$ cat src/sv/uyvy_pkg.sv
package uyvy_pkg;

    localparam int COEF_FRAC_BITS_DEF = 12;

    // widths of the fixed-point path
    localparam int PIX_W    = 8;
    localparam int DIFF_W   = 9;
    localparam int Y_W      = 10;
    localparam int SUM_W    = 11;
    localparam int SCL_W    = 19;
    localparam int PROD_EXT = 12;
    localparam int NUM_CH   = 6;

    localparam logic signed [Y_W-1:0]   Y_OFFSET     = 10'sd16;
    localparam logic signed [SCL_W-1:0] STUDIO_GAIN  = 19'sd220;
    localparam int                      STUDIO_SHIFT = 8;
    localparam logic signed [SCL_W-1:0] STUDIO_BIAS  = 19'sd255;
    localparam logic signed [SCL_W-1:0] PIX_MAX      = 19'sd255;

    // channel slots: first pixel then second pixel
    localparam int CH_R0 = 0;
    localparam int CH_G0 = 1;
    localparam int CH_B0 = 2;
    localparam int CH_R1 = 3;
    localparam int CH_G1 = 4;
    localparam int CH_B1 = 5;

    typedef enum logic {
        RANGE_FULL   = 1'b0,
        RANGE_STUDIO = 1'b1
    } t_range;

    typedef logic signed [Y_W-1:0]   t_luma;
    typedef logic signed [SUM_W-1:0] t_sum;
    typedef logic signed [SCL_W-1:0] t_scl;
    typedef logic [PIX_W-1:0]        t_pix;

    typedef t_sum t_sum_arr [NUM_CH];
    typedef t_scl t_scl_arr [NUM_CH];
    typedef t_pix t_pix_arr [NUM_CH];

endpackage

$ cat src/sv/uyvy_pair_to_rgb_converter.sv
// channel   direction  handshake              payload
// input     in         i_valid / o_stall      i_u_sample i_y_first i_v_sample i_y_second
// output    out        o_valid / i_stall      o_{red,green,blue}_{first,second}
// config    in         i_cfg_wr_en            i_cfg_wr_data (range mode)
//
// one uyvy word per cycle while i_stall does not hold the pipeline
// pipeline: products, channel sums, studio gain, shift and clamp
// reset clears the valid bits and sets full range
// a stall holds every stage that is full; empty stages still fill
module uyvy_pair_to_rgb_converter
    import uyvy_pkg::*;
#(
    parameter int COEF_FRAC_BITS = COEF_FRAC_BITS_DEF
) (
    input  logic             i_clk,
    input  logic             i_rst_n,
    input  logic             i_cfg_wr_en,
    input  logic             i_cfg_wr_data,
    input  logic             i_valid,
    output logic             o_stall,
    input  logic [PIX_W-1:0] i_u_sample,
    input  logic [PIX_W-1:0] i_y_first,
    input  logic [PIX_W-1:0] i_v_sample,
    input  logic [PIX_W-1:0] i_y_second,
    output logic             o_valid,
    input  logic             i_stall,
    output logic [PIX_W-1:0] o_red_first,
    output logic [PIX_W-1:0] o_green_first,
    output logic [PIX_W-1:0] o_blue_first,
    output logic [PIX_W-1:0] o_red_second,
    output logic [PIX_W-1:0] o_green_second,
    output logic [PIX_W-1:0] o_blue_second
);

    localparam int PROD_W = COEF_FRAC_BITS + PROD_EXT;

    t_range r_range_mode;

    always_ff @(posedge i_clk) begin
        if (!i_rst_n) begin
            r_range_mode <= RANGE_FULL;
        end else if (i_cfg_wr_en) begin
            r_range_mode <= t_range'(i_cfg_wr_data);
        end
    end

    logic                     m_ready, m_valid;
    logic signed [PROD_W-1:0] p_rv, p_gv, p_gu, p_bu;
    t_luma                    m_y0, m_y1;
    t_range                   m_mode;
    logic                     s_ready, s_valid;
    t_sum_arr                 s_sum;
    t_range                   s_mode;
    logic                     c_ready;
    t_pix_arr                 pix;

    uyvy_mult #(
        .COEF_FRAC_BITS(COEF_FRAC_BITS)
    ) u_mult (
        .i_clk   (i_clk),
        .i_rst_n (i_rst_n),
        .i_valid (i_valid),
        .o_ready (m_ready),
        .i_ready (s_ready),
        .o_valid (m_valid),
        .i_mode  (r_range_mode),
        .i_u     (i_u_sample),
        .i_v     (i_v_sample),
        .i_y0    (i_y_first),
        .i_y1    (i_y_second),
        .o_p_rv  (p_rv),
        .o_p_gv  (p_gv),
        .o_p_gu  (p_gu),
        .o_p_bu  (p_bu),
        .o_y0    (m_y0),
        .o_y1    (m_y1),
        .o_mode  (m_mode)
    );

    uyvy_sum #(
        .COEF_FRAC_BITS(COEF_FRAC_BITS)
    ) u_sum (
        .i_clk   (i_clk),
        .i_rst_n (i_rst_n),
        .i_valid (m_valid),
        .o_ready (s_ready),
        .i_ready (c_ready),
        .o_valid (s_valid),
        .i_p_rv  (p_rv),
        .i_p_gv  (p_gv),
        .i_p_gu  (p_gu),
        .i_p_bu  (p_bu),
        .i_y0    (m_y0),
        .i_y1    (m_y1),
        .i_mode  (m_mode),
        .o_sum   (s_sum),
        .o_mode  (s_mode)
    );

    uyvy_scale u_scale (
        .i_clk   (i_clk),
        .i_rst_n (i_rst_n),
        .i_valid (s_valid),
        .o_ready (c_ready),
        .i_ready (!i_stall),
        .o_valid (o_valid),
        .i_sum   (s_sum),
        .i_mode  (s_mode),
        .o_pix   (pix)
    );

    assign o_stall        = !m_ready;
    assign o_red_first    = pix[CH_R0];
    assign o_green_first  = pix[CH_G0];
    assign o_blue_first   = pix[CH_B0];
    assign o_red_second   = pix[CH_R1];
    assign o_green_second = pix[CH_G1];
    assign o_blue_second  = pix[CH_B1];

endmodule

$ cat src/sv/uyvy_mult.sv
module uyvy_mult
    import uyvy_pkg::*;
#(
    parameter int COEF_FRAC_BITS = COEF_FRAC_BITS_DEF,
    localparam int PROD_W = COEF_FRAC_BITS + PROD_EXT
) (
    input  logic                     i_clk,
    input  logic                     i_rst_n,
    input  logic                     i_valid,
    output logic                     o_ready,
    input  logic                     i_ready,
    output logic                     o_valid,
    input  t_range                   i_mode,
    input  logic [PIX_W-1:0]         i_u,
    input  logic [PIX_W-1:0]         i_v,
    input  logic [PIX_W-1:0]         i_y0,
    input  logic [PIX_W-1:0]         i_y1,
    output logic signed [PROD_W-1:0] o_p_rv,
    output logic signed [PROD_W-1:0] o_p_gv,
    output logic signed [PROD_W-1:0] o_p_gu,
    output logic signed [PROD_W-1:0] o_p_bu,
    output t_luma                    o_y0,
    output t_luma                    o_y1,
    output t_range                   o_mode
);

    localparam int     COEF_W = COEF_FRAC_BITS + 3;
    localparam longint ONE    = longint'(1) << COEF_FRAC_BITS;

    localparam longint RV_F_L = (1370705 * ONE + 500000) / 1000000;
    localparam longint GV_F_L = (698001 * ONE + 500000) / 1000000;
    localparam longint GU_F_L = (337633 * ONE + 500000) / 1000000;
    localparam longint BU_F_L = (1732446 * ONE + 500000) / 1000000;
    localparam longint RV_S_L = (15958 * ONE + 5000) / 10000;
    localparam longint GV_S_L = (81290 * ONE + 50000) / 100000;
    localparam longint GU_S_L = (39173 * ONE + 50000) / 100000;
    localparam longint BU_S_L = (2017 * ONE + 500) / 1000;

    localparam logic signed [COEF_W-1:0] RV_F = COEF_W'(RV_F_L);
    localparam logic signed [COEF_W-1:0] GV_F = COEF_W'(GV_F_L);
    localparam logic signed [COEF_W-1:0] GU_F = COEF_W'(GU_F_L);
    localparam logic signed [COEF_W-1:0] BU_F = COEF_W'(BU_F_L);
    localparam logic signed [COEF_W-1:0] RV_S = COEF_W'(RV_S_L);
    localparam logic signed [COEF_W-1:0] GV_S = COEF_W'(GV_S_L);
    localparam logic signed [COEF_W-1:0] GU_S = COEF_W'(GU_S_L);
    localparam logic signed [COEF_W-1:0] BU_S = COEF_W'(BU_S_L);

    logic                      r_valid;
    logic signed [PROD_W-1:0]  r_p_rv, r_p_gv, r_p_gu, r_p_bu;
    t_luma                     r_y0, r_y1;
    t_range                    r_mode;

    logic signed [DIFF_W-1:0]  u_d, v_d;
    logic signed [COEF_W-1:0]  c_rv, c_gv, c_gu, c_bu;
    logic signed [PROD_W-1:0]  n_p_rv, n_p_gv, n_p_gu, n_p_bu;
    t_luma                     y0_ext, y1_ext, n_y0, n_y1;
    logic                      studio;

    // offset 128 removal is an msb flip
    assign u_d = signed'({{(DIFF_W-PIX_W+1){~i_u[PIX_W-1]}}, i_u[PIX_W-2:0]});
    assign v_d = signed'({{(DIFF_W-PIX_W+1){~i_v[PIX_W-1]}}, i_v[PIX_W-2:0]});

    assign studio = (i_mode == RANGE_STUDIO);
    assign c_rv   = studio ? RV_S : RV_F;
    assign c_gv   = studio ? GV_S : GV_F;
    assign c_gu   = studio ? GU_S : GU_F;
    assign c_bu   = studio ? BU_S : BU_F;

    assign n_p_rv = PROD_W'(c_rv) * PROD_W'(v_d);
    assign n_p_gv = PROD_W'(c_gv) * PROD_W'(v_d);
    assign n_p_gu = PROD_W'(c_gu) * PROD_W'(u_d);
    assign n_p_bu = PROD_W'(c_bu) * PROD_W'(u_d);

    assign y0_ext = signed'({{(Y_W-PIX_W){1'b0}}, i_y0});
    assign y1_ext = signed'({{(Y_W-PIX_W){1'b0}}, i_y1});
    assign n_y0   = studio ? y0_ext - Y_OFFSET : y0_ext;
    assign n_y1   = studio ? y1_ext - Y_OFFSET : y1_ext;

    assign o_ready = !r_valid || i_ready;

    always_ff @(posedge i_clk) begin
        if (!i_rst_n) begin
            r_valid <= 1'b0;
        end else if (o_ready) begin
            r_valid <= i_valid;
        end
    end

    always_ff @(posedge i_clk) begin
        if (o_ready && i_valid) begin
            r_p_rv <= n_p_rv;
            r_p_gv <= n_p_gv;
            r_p_gu <= n_p_gu;
            r_p_bu <= n_p_bu;
            r_y0   <= n_y0;
            r_y1   <= n_y1;
            r_mode <= i_mode;
        end
    end

    assign o_valid = r_valid;
    assign o_p_rv  = r_p_rv;
    assign o_p_gv  = r_p_gv;
    assign o_p_gu  = r_p_gu;
    assign o_p_bu  = r_p_bu;
    assign o_y0    = r_y0;
    assign o_y1    = r_y1;
    assign o_mode  = r_mode;

endmodule

$ cat src/sv/uyvy_sum.sv
module uyvy_sum
    import uyvy_pkg::*;
#(
    parameter int COEF_FRAC_BITS = COEF_FRAC_BITS_DEF,
    localparam int PROD_W = COEF_FRAC_BITS + PROD_EXT
) (
    input  logic                     i_clk,
    input  logic                     i_rst_n,
    input  logic                     i_valid,
    output logic                     o_ready,
    input  logic                     i_ready,
    output logic                     o_valid,
    input  logic signed [PROD_W-1:0] i_p_rv,
    input  logic signed [PROD_W-1:0] i_p_gv,
    input  logic signed [PROD_W-1:0] i_p_gu,
    input  logic signed [PROD_W-1:0] i_p_bu,
    input  t_luma                    i_y0,
    input  t_luma                    i_y1,
    input  t_range                   i_mode,
    output t_sum_arr                 o_sum,
    output t_range                   o_mode
);

    localparam logic signed [PROD_W-1:0] BIAS =
        PROD_W'((longint'(1) << COEF_FRAC_BITS) - 1);

    // divide by 2^frac, truncating toward zero
    function automatic t_sum trunc_div(input logic signed [PROD_W-1:0] p);
        logic signed [PROD_W-1:0] q;
        q = p + (p[PROD_W-1] ? BIAS : '0);
        return SUM_W'(q >>> COEF_FRAC_BITS);
    endfunction

    logic     r_valid;
    t_sum_arr r_sum;
    t_range   r_mode;

    t_sum_arr n_sum;
    t_sum     t_rv, t_gv, t_gu, t_bu, y0_s, y1_s;

    assign t_rv = trunc_div(i_p_rv);
    assign t_gv = trunc_div(i_p_gv);
    assign t_gu = trunc_div(i_p_gu);
    assign t_bu = trunc_div(i_p_bu);
    assign y0_s = SUM_W'(i_y0);
    assign y1_s = SUM_W'(i_y1);

    always_comb begin
        n_sum[CH_R0] = y0_s + t_rv;
        n_sum[CH_G0] = y0_s - t_gv - t_gu;
        n_sum[CH_B0] = y0_s + t_bu;
        n_sum[CH_R1] = y1_s + t_rv;
        n_sum[CH_G1] = y1_s - t_gv - t_gu;
        n_sum[CH_B1] = y1_s + t_bu;
    end

    assign o_ready = !r_valid || i_ready;

    always_ff @(posedge i_clk) begin
        if (!i_rst_n) begin
            r_valid <= 1'b0;
        end else if (o_ready) begin
            r_valid <= i_valid;
        end
    end

    always_ff @(posedge i_clk) begin
        if (o_ready && i_valid) begin
            r_sum  <= n_sum;
            r_mode <= i_mode;
        end
    end

    assign o_valid = r_valid;
    assign o_sum   = r_sum;
    assign o_mode  = r_mode;

endmodule

$ cat src/sv/uyvy_scale.sv
module uyvy_scale
    import uyvy_pkg::*;
(
    input  logic     i_clk,
    input  logic     i_rst_n,
    input  logic     i_valid,
    output logic     o_ready,
    input  logic     i_ready,
    output logic     o_valid,
    input  t_sum_arr i_sum,
    input  t_range   i_mode,
    output t_pix_arr o_pix
);

    function automatic t_pix clamp8(input t_scl x);
        t_pix res;
        if (x[SCL_W-1]) begin
            res = '0;
        end else if (x > PIX_MAX) begin
            res = '1;
        end else begin
            res = x[PIX_W-1:0];
        end
        return res;
    endfunction

    logic     r_valid_a, r_valid_b;
    t_scl_arr r_scl;
    t_range   r_mode;
    t_pix_arr r_pix;

    t_scl_arr n_scl;
    t_pix_arr n_pix;
    t_scl     tmp [NUM_CH];
    logic     ready_a, ready_b;

    // stage a: studio gain of 220 in studio range; full range passes the sum through
    always_comb begin
        for (int k = 0; k < NUM_CH; k++) begin
            if (i_mode == RANGE_STUDIO) begin
                n_scl[k] = SCL_W'(i_sum[k]) * STUDIO_GAIN;
            end else begin
                n_scl[k] = SCL_W'(i_sum[k]);
            end
        end
    end

    // stage b: in studio range shift by 8 toward zero; in both ranges clamp
    always_comb begin
        for (int k = 0; k < NUM_CH; k++) begin
            if (r_mode == RANGE_STUDIO) begin
                tmp[k] = t_scl'(r_scl[k]
                                + (r_scl[k][SCL_W-1] ? STUDIO_BIAS : t_scl'(0)))
                         >>> STUDIO_SHIFT;
            end else begin
                tmp[k] = r_scl[k];
            end
            n_pix[k] = clamp8(tmp[k]);
        end
    end

    assign ready_b = !r_valid_b || i_ready;
    assign ready_a = !r_valid_a || ready_b;
    assign o_ready = ready_a;

    always_ff @(posedge i_clk) begin
        if (!i_rst_n) begin
            r_valid_a <= 1'b0;
            r_valid_b <= 1'b0;
        end else begin
            if (ready_a) begin
                r_valid_a <= i_valid;
            end
            if (ready_b) begin
                r_valid_b <= r_valid_a;
            end
        end
    end

    always_ff @(posedge i_clk) begin
        if (ready_a && i_valid) begin
            r_scl  <= n_scl;
            r_mode <= i_mode;
        end
        if (ready_b && r_valid_a) begin
            r_pix <= n_pix;
        end
    end

    assign o_valid = r_valid_b;
    assign o_pix   = r_pix;

endmodule

$ cat config.mk
export PLATFORM = sky130hd
export DESIGN_NAME = uyvy_pair_to_rgb_converter
export DESIGN_NICKNAME = d
export VERILOG_FILES = /design/src/sv/uyvy_pkg.sv /design/src/sv/uyvy_pair_to_rgb_converter.sv /design/src/sv/uyvy_mult.sv /design/src/sv/uyvy_sum.sv /design/src/sv/uyvy_scale.sv
export SDC_FILE = /design/constraint.sdc
export NUM_CORES = 2
export LEC_CHECK = 0
export ABC_CLOCK_PERIOD_IN_PS = 8870
export BUFFER_PORTS_ARGS = -buffer_cell sky130_fd_sc_hd__buf_2
export CORE_MARGIN = 2
export CORE_UTILIZATION = 60
export DETAILED_ROUTE_END_ITERATION = 16
export GPL_TIMING_DRIVEN = 0
export HOLD_SLACK_MARGIN = 0.05
export PLACE_DENSITY_LB_ADDON = 0.12
export SLEW_MARGIN = 10
export SYNTH_ARGS = -nofsm -noshare
export SYNTH_HDL_FRONTEND = slang
export SYNTH_SLANG_ARGS = --single-unit
$ cat constraint.sdc
create_clock -name i_clk -period 8.87 [get_ports i_clk]
set_input_delay 1.3305 -clock i_clk [delete_from_list [all_inputs] [get_ports i_clk]]
set_output_delay 1.3305 -clock i_clk [all_outputs]
set_load 0.005 [all_outputs]
== After elaboration in Yosys (flattened, before gate mapping) ==
Cells that the tools add are included.

* $add $sub $neg: 20
* Bitwise gates (word level): 2
* Magnitude comparators: 6
* Multipliers: 10
* Multiplexer cells: 34
* Reduce and logical (&&, ||, !) cells: 14

{| class="wikitable"
|+ Operators with widths
! operator !! number
|-
| $mux W19 || 12
|-
| $add A19 B19 Y19 || 6
|-
| $gt A19 B9 Y1 const B || 6
|-
| $mux W8 || 14
|-
| $mul A11 B7 Y17 const B || 6
|-
| $mux W12 || 5
|-
| $add A9 B11 Y11 || 4
|-
| $add A22 B13 Y23 || 1
|-
| $add A23 B12 Y23 || 1
|-
| $mul A15 B8 Y23 || 1
|-
| $add A21 B13 Y22 || 1
|-
| $mul A14 B8 Y22 || 1
|-
| $sub A11 B11 Y11 || 2
|-
| $sub A9 B11 Y11 || 2
|-
| $add A20 B13 Y21 || 1
|-
| $mul A13 B8 Y21 || 1
|-
| $mul A12 B8 Y20 || 1
|-
| $sub A8 B5 Y9 const B || 2
|-
| $mux W14 || 1
|-
| $mux W11 || 1
|-
| $mux W10 || 1
|-
| $logic_not A1 Y1 || 6
|-
| $logic_and A1 B1 Y1 || 4
|-
| $logic_or A1 B1 Y1 || 4
|-
| $not A1 Y1 || 2
|}

* Output and inout bits: 50
* Input bits: 38
* Register bits: 340
* Logic and storage cells: 126

== Depth between registers and ports, before layout ==
* Depth after elaboration: 6
* Mapped depth: 22
* Mapped depth without buffers: 20

== Hierarchy ==
A second synthesis with hierarchy kept.

* Cell total of the unflattened synthesis: 4044
* Area, all modules: 39441.6 um^2

{| class="wikitable"
|+ Modules (own cells, without submodules)
! module !! area an instance (um^2) !! cells an instance !! instances
|-
| uyvy_scale || 19990.4 || 2138 || 1
|-
| uyvy_mult || 12453.2 || 1199 || 1
|-
| uyvy_sum || 6954.2 || 702 || 1
|-
| uyvy_pair_to_rgb_converter || 43.8 || 5 || 1
|}

== Worst setup path after synthesis ==
OpenSTA, ideal clock, no wires.

* Kind: input-to-reg
* Start point: in i_stall
* End point: reg u_scale.r_mode (enable)
* Stages: 2
* Data arrival time: 6.639 ns
* Required time: 8.266 ns
* Slack: 1.627 ns
* Buffers on the path: 0
* Cells stage by stage: and3_1 nor2b_1

* Longest elaborated chain between the ends: 4

{| class="wikitable"
|+ RTL lines
! element !! line !! RTL
|-
| start, declared || uyvy_pair_to_rgb_converter.sv:26 || <nowiki>input logic i_stall,</nowiki>
|-
| $logic_not A1 Y1 || uyvy_pair_to_rgb_converter.sv:105 || <nowiki>.i_ready (!i_stall),</nowiki>
|-
| $logic_or A1 B1 Y1 || uyvy_scale.sv:62 || <nowiki>assign ready_b = !r_valid_b || i_ready;</nowiki>
|-
| $logic_or A1 B1 Y1 || uyvy_scale.sv:63 || <nowiki>assign ready_a = !r_valid_a || ready_b;</nowiki>
|-
| $logic_and A1 B1 Y1 || uyvy_scale.sv:81 || <nowiki>if (ready_a && i_valid) begin</nowiki>
|-
| end signal, assigned || uyvy_scale.sv:83 || <nowiki>r_mode <= i_mode;</nowiki>
|-
| end, declared || uyvy_scale.sv:29 || <nowiki>t_range r_mode;</nowiki>
|}

No other way between the ends.
A chain may end at the register's enable or synchronous reset.

== Worst setup path after layout ==
* Start point: reg r_range_mode
* End point: reg u_mult.o_p_bu[22] (netlist name)

* Longest elaborated chain between the ends: 2

{| class="wikitable"
|+ RTL lines
! element !! line !! RTL
|-
| start, declared || uyvy_pair_to_rgb_converter.sv:37 || <nowiki>t_range r_range_mode;</nowiki>
|-
| start signal, assigned || uyvy_pair_to_rgb_converter.sv:43 || <nowiki>r_range_mode <= t_range'(i_cfg_wr_data);</nowiki>
|-
| $mux W14 || uyvy_mult.sv:67 || <nowiki>assign c_bu = studio ? BU_S : BU_F;</nowiki>
|-
| $mul A15 B8 Y23 || uyvy_mult.sv:72 || <nowiki>assign n_p_bu = PROD_W'(c_bu) * PROD_W'(u_d);</nowiki>
|-
| named net u_mult.n_p_bu[22] || uyvy_mult.sv:55 || <nowiki>logic signed [PROD_W-1:0] n_p_rv, n_p_gv, n_p_gu, n_p_bu;</nowiki>
|}

The timed path passes the listed nets, and every way through them passes these cells.

==> results.py <==
metrics = {
    "placed_design": {
        "portBuffers": 87,
        "dp_cells": 4463,
        "pre_cts_slack_ns": 2.22,
        "hpwl_mm": 69.1,
        "gp_congestion": 0.940,
    },
    "drt": {
        "ant_nets": 0,
        "wl_per_cell_um": 18.1,
        "drc": 0,
        "dr.pass1.iters": 7,
        "drt_iter0_drc": 1332,
        "drt-total-wl_mm": 82.1,
        "vias": 25700,
        "avgViaCountPerCell": 5.66,
    },
    "setup_path": {
        "critPathMaxFanout": 10,
        "end_kind": "register",
        "start_kind": "register",
        "required_ns": 9.23,
        "worstPathArrival_ns": 7.06,
        "crit_type": "register to register",
    },
    "sta": {
        "hold_viol": 0,
        "setup_ws_ns": 2.17,
        "relSlewSlack_pct": 26.9,
        "fmax_ghz": 0.149,
        "fin_crit_ns": 6.70,
        "worst_slew_pin_slew_ns": 1.10,
        "setup_viol": 0,
        "rsz0062_at_grt": "no",
        "fin_setup_tns_ns": 0,
        "drv_slew": 0,
        "period_share_pct": 75.5,
        "clock-skew-final_ns": 0.0347,
    },
    "floorplanning": {
        "io_pins": 88,
        "rows": 91,
        "initial_core_util_pct": 60.4,
        "floorplan.die_area_sq_um": 63900,
        "die_x_um": 253,
        "coreArea_sq_um": 61500,
        "die_h_um": 253,
    },
    "finish": {
        "finalNonFillerCells": 4532,
        "area_delta_synth_final_pct": 7.89,
        "layout.nets": 4665,
        "drive_gt1_share_pct": 6.33,
        "antenna_cells": 0,
        "final_util_pct": 65.2,
    },
    "synth": {
        "synth_compound_area_share_pct": 11.5,
        "syn_area_sq_um": 37100,
        "synth_xor_area_share_pct": 6.67,
        "yosys.area.top_type_share_pct": 26.8,
        "netlist_instances": 3567,
        "async_flop_share_pct": 0,
        "synth_top_family_by_area": "adder cells",
        "synth-adder-area-share_pct": 37.5,
        "avgSynthCellArea_sq_um": 10.4,
        "ys_ff_latch": 337,
        "ys_types": 78,
        "synth_area_leaders": "edfxtp_1 27%, ha_1 19%, fa_1 18%",
        "yosys_warnings": 0,
        "ys_seq_area_share_pct": 27.1,
        "synth-edff-count": 332,
        "synth-main-ff-cell": "edfxtp_1",
        "yosys.area.top_type": "edfxtp_1",
        "synth_simple_gate_area_share_pct": 8.65,
        "muxShareOfSynthArea_pct": 1.64,
    },
    "clock_tree": {
        "post_cts_resized": 0,
        "clock_latency_ns": 0.58,
        "clk_root_buffer_cell": "clkbuf_16",
        "cts.clk_slew.worst_paths_ns": 0.05,
        "cts_setup_buffers": 0,
        "htree_levels": 2,
        "cts_hold_buf": 0,
        "clockBufferDepth": 3,
        "clock-sinks": 337,
        "tritoncts": "done",
        "numCtsBuffers": 39,
    },
    "global_route": {
        "grt_start_max_net_pins": 35,
        "grt_overflow_total": 0,
        "grt_first_pass_wirelength_mm": 134,
        "grt_usage_pct": 26.4,
        "grt_pass1_vias": 26500,
        "antenna_found_initial": 0,
    },
    "run": {
        "cap_violations": 0,
    },
    "outcome": {
        "status": "finished, final reports clean",
    },
    "hold_path": {
        "hp-class": "register to register",
    },
}
## Yosys cell counts, types with 6 or more instances
master and instances:
or3_1 27, buf_1 6, a31o_2 18, a211oi_1 22
edfxtp_1 332, fa_1 335, and4_1 7, or4_1 7
a21boi_0 14, nor2_1 153, xnor2_1 176, nand2b_1 15
a21o_1 85, o21bai_1 24, or2_2 10, a211o_1 7
o211ai_1 13, and2_1 19, ha_1 578, o2111ai_1 8
nand2_1 138, a31oi_1 20, nor2b_1 46, inv_1 625
xor2_1 103, nor3_1 55, o21ai_0 156, mux2_2 32
nand3b_1 6, a2111o_1 6, nand3_1 68, o31ai_1 12
and3_1 16, nor4_1 23, nand4_1 31, o21a_1 50
clkbuf_1 39, mux2i_1 25, a21oi_1 185
## sequential cells by signal, indices dropped and copies added, names as in the netlist, 9 cells and up
signal         flops
u_mult.o_p_bu     22
u_mult.o_p_gu     20
u_mult.o_p_gv     21
u_mult.o_p_rv     20
u_mult.o_y0        9
u_mult.o_y1        9
u_scale.o_pix     48
u_scale.r_scl    114
u_sum.o_sum       66
## metal layers
metal	up-vias	global-route usage [%]	share of wire, %
met5	-	0	0
met4	0	9.84	3.7
met3	164	2.82	3.6
met2	537	45.8	49
met1	12400	34.1	44
li1	12600	-	-
## logic make-up after synthesis
kind of cell | count (synthesis)
adder cells (fa/ha/maj) | 913
buffers and inverters | 674
AO/OA/AOI/OAI | 666
AND/OR/NAND/NOR | 637
flip-flops | 337
XOR/XNOR | 281
multiplexers | 57
other | 2
## layout by cell type (no fill, tap or decap), drive strengths merged, types with 8 or more instances in the layout
master,count
o21ai,157
fa,335
clkbuf,82
or2,10
and3,17
xor2,103
nand2,138
ha,578
edfxtp,332
nor2,153
o21bai,24
and2,19
a21oi,185
a211oi,22
nand4,32
or3,27
nor2b,46
xnor2,178
mux2i,25
a31oi,20
a21o,85
nor3,55
a31o,19
o2111ai,8
o211ai,13
inv,628
nor4,23
a21boi,15
mux2,32
clkinv,15
o31ai,12
conb,12
or4,8
buf,106
nand3,68
nand2b,15
o21a,50
## worst paths after layout
path | startpoint | end | slack (ns) | depth (start not counted)
min | u_mult.o_mode | u_sum.o_mode | 0.42 | 0
max | r_range_mode | u_mult.o_p_bu[22] | 2.17 | 19
min reg2reg | u_mult.o_mode | u_sum.o_mode | 0.42 | 0
max reg2reg | r_range_mode | u_mult.o_p_bu[22] | 2.17 | 19
## worst max-delay path: stages (launching register included)
cell	delay, ns
dfxtp_1	0.38
clkbuf_1	0.23
inv_1	0.36
clkbuf_1	0.61
nand2_1	0.35
inv_1	0.34
fa_1	0.50
inv_1	0.09
fa_1	0.43
fa_1	0.51
fa_1	0.55
inv_1	0.04
ha_1	0.33
a211oi_1	0.49
nand2_1	0.13
o211ai_1	0.26
a21o_1	0.18
o21ai_0	0.17
and4_1	0.24
nor3_1	0.30
## area by class of cell
cell class	count	area (sq um)
fill	4921	21400
tap	790	988
clock inverter	26	259
multi-input combinational	2566	24600
sequential	337	10100
buffer	49	208
timing repair buffer	96	616
clock buffer	43	991
inverter	625	2350
## through the flow
step / hold WS (ns) / area, sq um
2_1_floorplan: 0.400 / 37200
3_3_place_gp: 0.402 / 38600
3_5_place_dp: 0.418 / 38800
4_1_cts: 0.429 / 40100
5_1_grt: 0.442 / 40100
6_report: 0.422 / 40100
Power is not shown: default switching activity piles up to over one toggle a cycle in this logic, so the estimate is an artifact.
